File: src/bffa_find_zero.sv
// Priority encoder: position of the lowest clear bit of a bitmap word.
module bffa_find_zero #(
  parameter int WORD_BITS = 32
) (
  input  logic [WORD_BITS-1:0]         word,
  output logic                         found,
  output logic [$clog2(WORD_BITS)-1:0] pos
);

  localparam int BW = $clog2(WORD_BITS);

  always_comb begin
    pos = '0;
    // scan downward so the lowest clear bit wins
    for (int i = WORD_BITS - 1; i >= 0; i--) begin
      if (!word[i]) begin
        pos = BW'(i);
      end
    end
  end

  assign found = ~&word;

endmodule

File: config.mk
export PLATFORM = sky130hd
export DESIGN_NAME = bffa_find_zero
export DESIGN_NICKNAME = d
export VERILOG_FILES = /design/src/bffa_find_zero.sv
export SDC_FILE = /design/constraint.sdc
export NUM_CORES = 1
export LEC_CHECK = 0
export ABC_AREA = 1
export BUFFER_PORTS_ARGS = -buffer_cell sky130_fd_sc_hd__buf_2
export CAP_MARGIN = 15
export CORE_AREA = 2 2 39 41
export DETAILED_ROUTE_END_ITERATION = 16
export DIE_AREA = 0 0 41 43
export PLACE_DENSITY = 0.66
export SETUP_SLACK_MARGIN = 0.5
export SLEW_MARGIN = 20
export SYNTH_ARGS = -nofsm -noshare
export SYNTH_HDL_FRONTEND = slang
export SYNTH_SLANG_ARGS = --single-unit
File: constraint.sdc
create_clock -name vclk -period 2.81
set_clock_uncertainty 0.1 [all_clocks]
set_input_delay 0.1405 -clock vclk [all_inputs]
set_output_delay 0.1405 -clock vclk [all_outputs]
set_load 0.005 [all_outputs]
==> reports/qor.txt <==
Status = completed
Clock Buffer Count = 0
Slew Limit Fails = 0
Initial DRT Pass Iterations = 2
WHS = 448 ps
Max_cap viols = 0
Post-Syn Area = 338 sq um
Final Util = 39.6%
Fin crit period = 2080 ps
Share of post-route cells with drive strength above 1 = 32.8%
Initial antenna violation count = 0
Hold depth = 3
Part of the cycle the worst path needs = 73.9%
RSZ-0062 raised after global routing = yes
Max stage delay on crit path = 110 ps
Fraction of power consumed by sequential logic = 0%
Fillers = 173
PortBufs = 38
Total gr overflow = 0
Seq_cells = 0
Internal = 29.7 uW
Vias in the first global route = 474
Via count = 605
CTS-repair resized insts = 0
WP data arrival = 1830 ps
DIE HEIGHT = 43 microns
Total wire length = 998 microns
Syn-to-layout area delta = 62.2%
Worst-margin pin slew = 230 ps
Pwr dens = 109 mW/mm^2
Worst setup SP type = input port
Initial drt markers = 6
Syn_area_per_cell = 4.17 sq um
Setup Slack @ Placement = 715 ps
Worst VDD drop = 28.9 uV
Setup CP Type = input port to output port
Gpl congestion = 0.731
Full die area = 0.00176 sq mm
Crit path max-delay family = simple AND/OR/NAND/NOR gates
Rows = 14
CP Capture Type = output port
PnR worst setup slack = 735 ps
Horiz. Die Dim = 41 microns
ANT cells = 0
DR DRC count = 0
Hpwl dp = 932 microns
Hold WC Path Type = input port to output port
Critical Path Stages = 33
NumNets Final = 153
Slew margin rel. = 84.5%
FF+latch area = 0 sq um
Crit path from = word[31]
GRT Total Usage = 11.7%
Syn nets = 113
Hold_buf cts = 0
Final setup TNS = 0 ps
Most frequent CP cell = nand2_1
CP Data Required Time = 2570 ps
Clock power share = 0%
Number of vias per cell = 4.48
Final hold violations = 0
Initial core utilization = 24.4%
FMAX = 482 MHz
Final setup violating endpoints = 0
Postcts setup bufs = 0
Combinational Power Share = 100.0%
Crit path max-delay cell type = buf_2
Ys Warns = 0
Sw power = 30.1 uW
Count of different cell masters after synthesis = 11
Routed wire length per instance = 7.39 microns
LEAKAGE = 0.327 nW
Total power = 59.8 uW
Multi-input logic area = 319 sq um
CP bufs+invs = 3
Worst Setup EP = pos[0]
CP Max Fanout = 3
Switching fraction of total power = 50.3%
I/O pin count = 38
DRT antenna net count = 0
Register area share after synthesis = 0%
First-pass GRT wire length = 1.59 mm
Cell count after synthesis = 81
Core Area = 0.00138 sq mm
Largest net degree at the start of global routing = 4
## power groups by stage
stage | Clock (mW) | Combinational [mW] | Sequential (mW)
CTS | 0 | 0.0606 | 0
floorplan | 0 | 0.0265 | 0
detailed placement | 0 | 0.0603 | 0
global placement | 0 | 0.0591 | 0
global route | 0 | 0.0699 | 0
finish | 0 | 0.0598 | 0
## cell usage after synthesis (all sizes together)
library cell | n | share of area (%)
a31oi | 3 | 5.6
inv | 5 | 5.6
nand2 | 46 | 51
a21oi | 2 | 4.1
nand4 | 4 | 7.4
o21ai | 1 | 1.5
nor3 | 2 | 3.0
nor2 | 15 | 17
o21bai | 1 | 2.2
nand3 | 2 | 3.0
## area by class of cell
class | count | area share, %
inverter | 5 | 3.42
multi-input combinational | 76 | 58.2
tap | 16 | 3.65
timing repair buffer | 38 | 34.7
## worst min-delay path, delay by kind of cell
family	cells	cell delay, ps
AO/OA/AOI/OAI	1	50
buffers and inverters	2	210
## layer usage
layer	global-route usage [%]	routed length [microns]	up-vias
met3	0.524	66	0
met5	0	0	-
met4	0	0	0
li1	-	-	341
met2	21.9	514	15
met1	14.6	417	249
## cell families after synthesis
| logic type | share of synthesized area (%) |
|---|---|
| compound gates | 13.3 |
| buf+inv | 5.56 |
| simple gates | 81.1 |
## layout by cell type, fill, tap and decap left out, types with 2 or more instances in the layout
cell type	Yosys	routed
nand2_1	46	46
buf_2	0	38
nor2_1	15	15
inv_1	5	5
nand4_1	4	4
a31oi_1	3	3
nor3_1	2	2
nand3_1	2	2
## worst min-delay path by stage
stage | end | start | slack, ps
after floorplan | pos[0] | word[1] | 220
after global placement | pos[0] | word[1] | 450
after detailed placement | pos[0] | word[1] | 450
after CTS | pos[0] | word[1] | 450
final | pos[0] | word[1] | 450
after global routing | pos[0] | word[1] | 470
## through the flow
step	area, sq um	cells
floorplan	338	81
global placement	548	135
detailed placement	548	135
CTS	548	135
global route	548	135
finish	548	135
No activity file was read; power rests on OpenSTA's default activity.
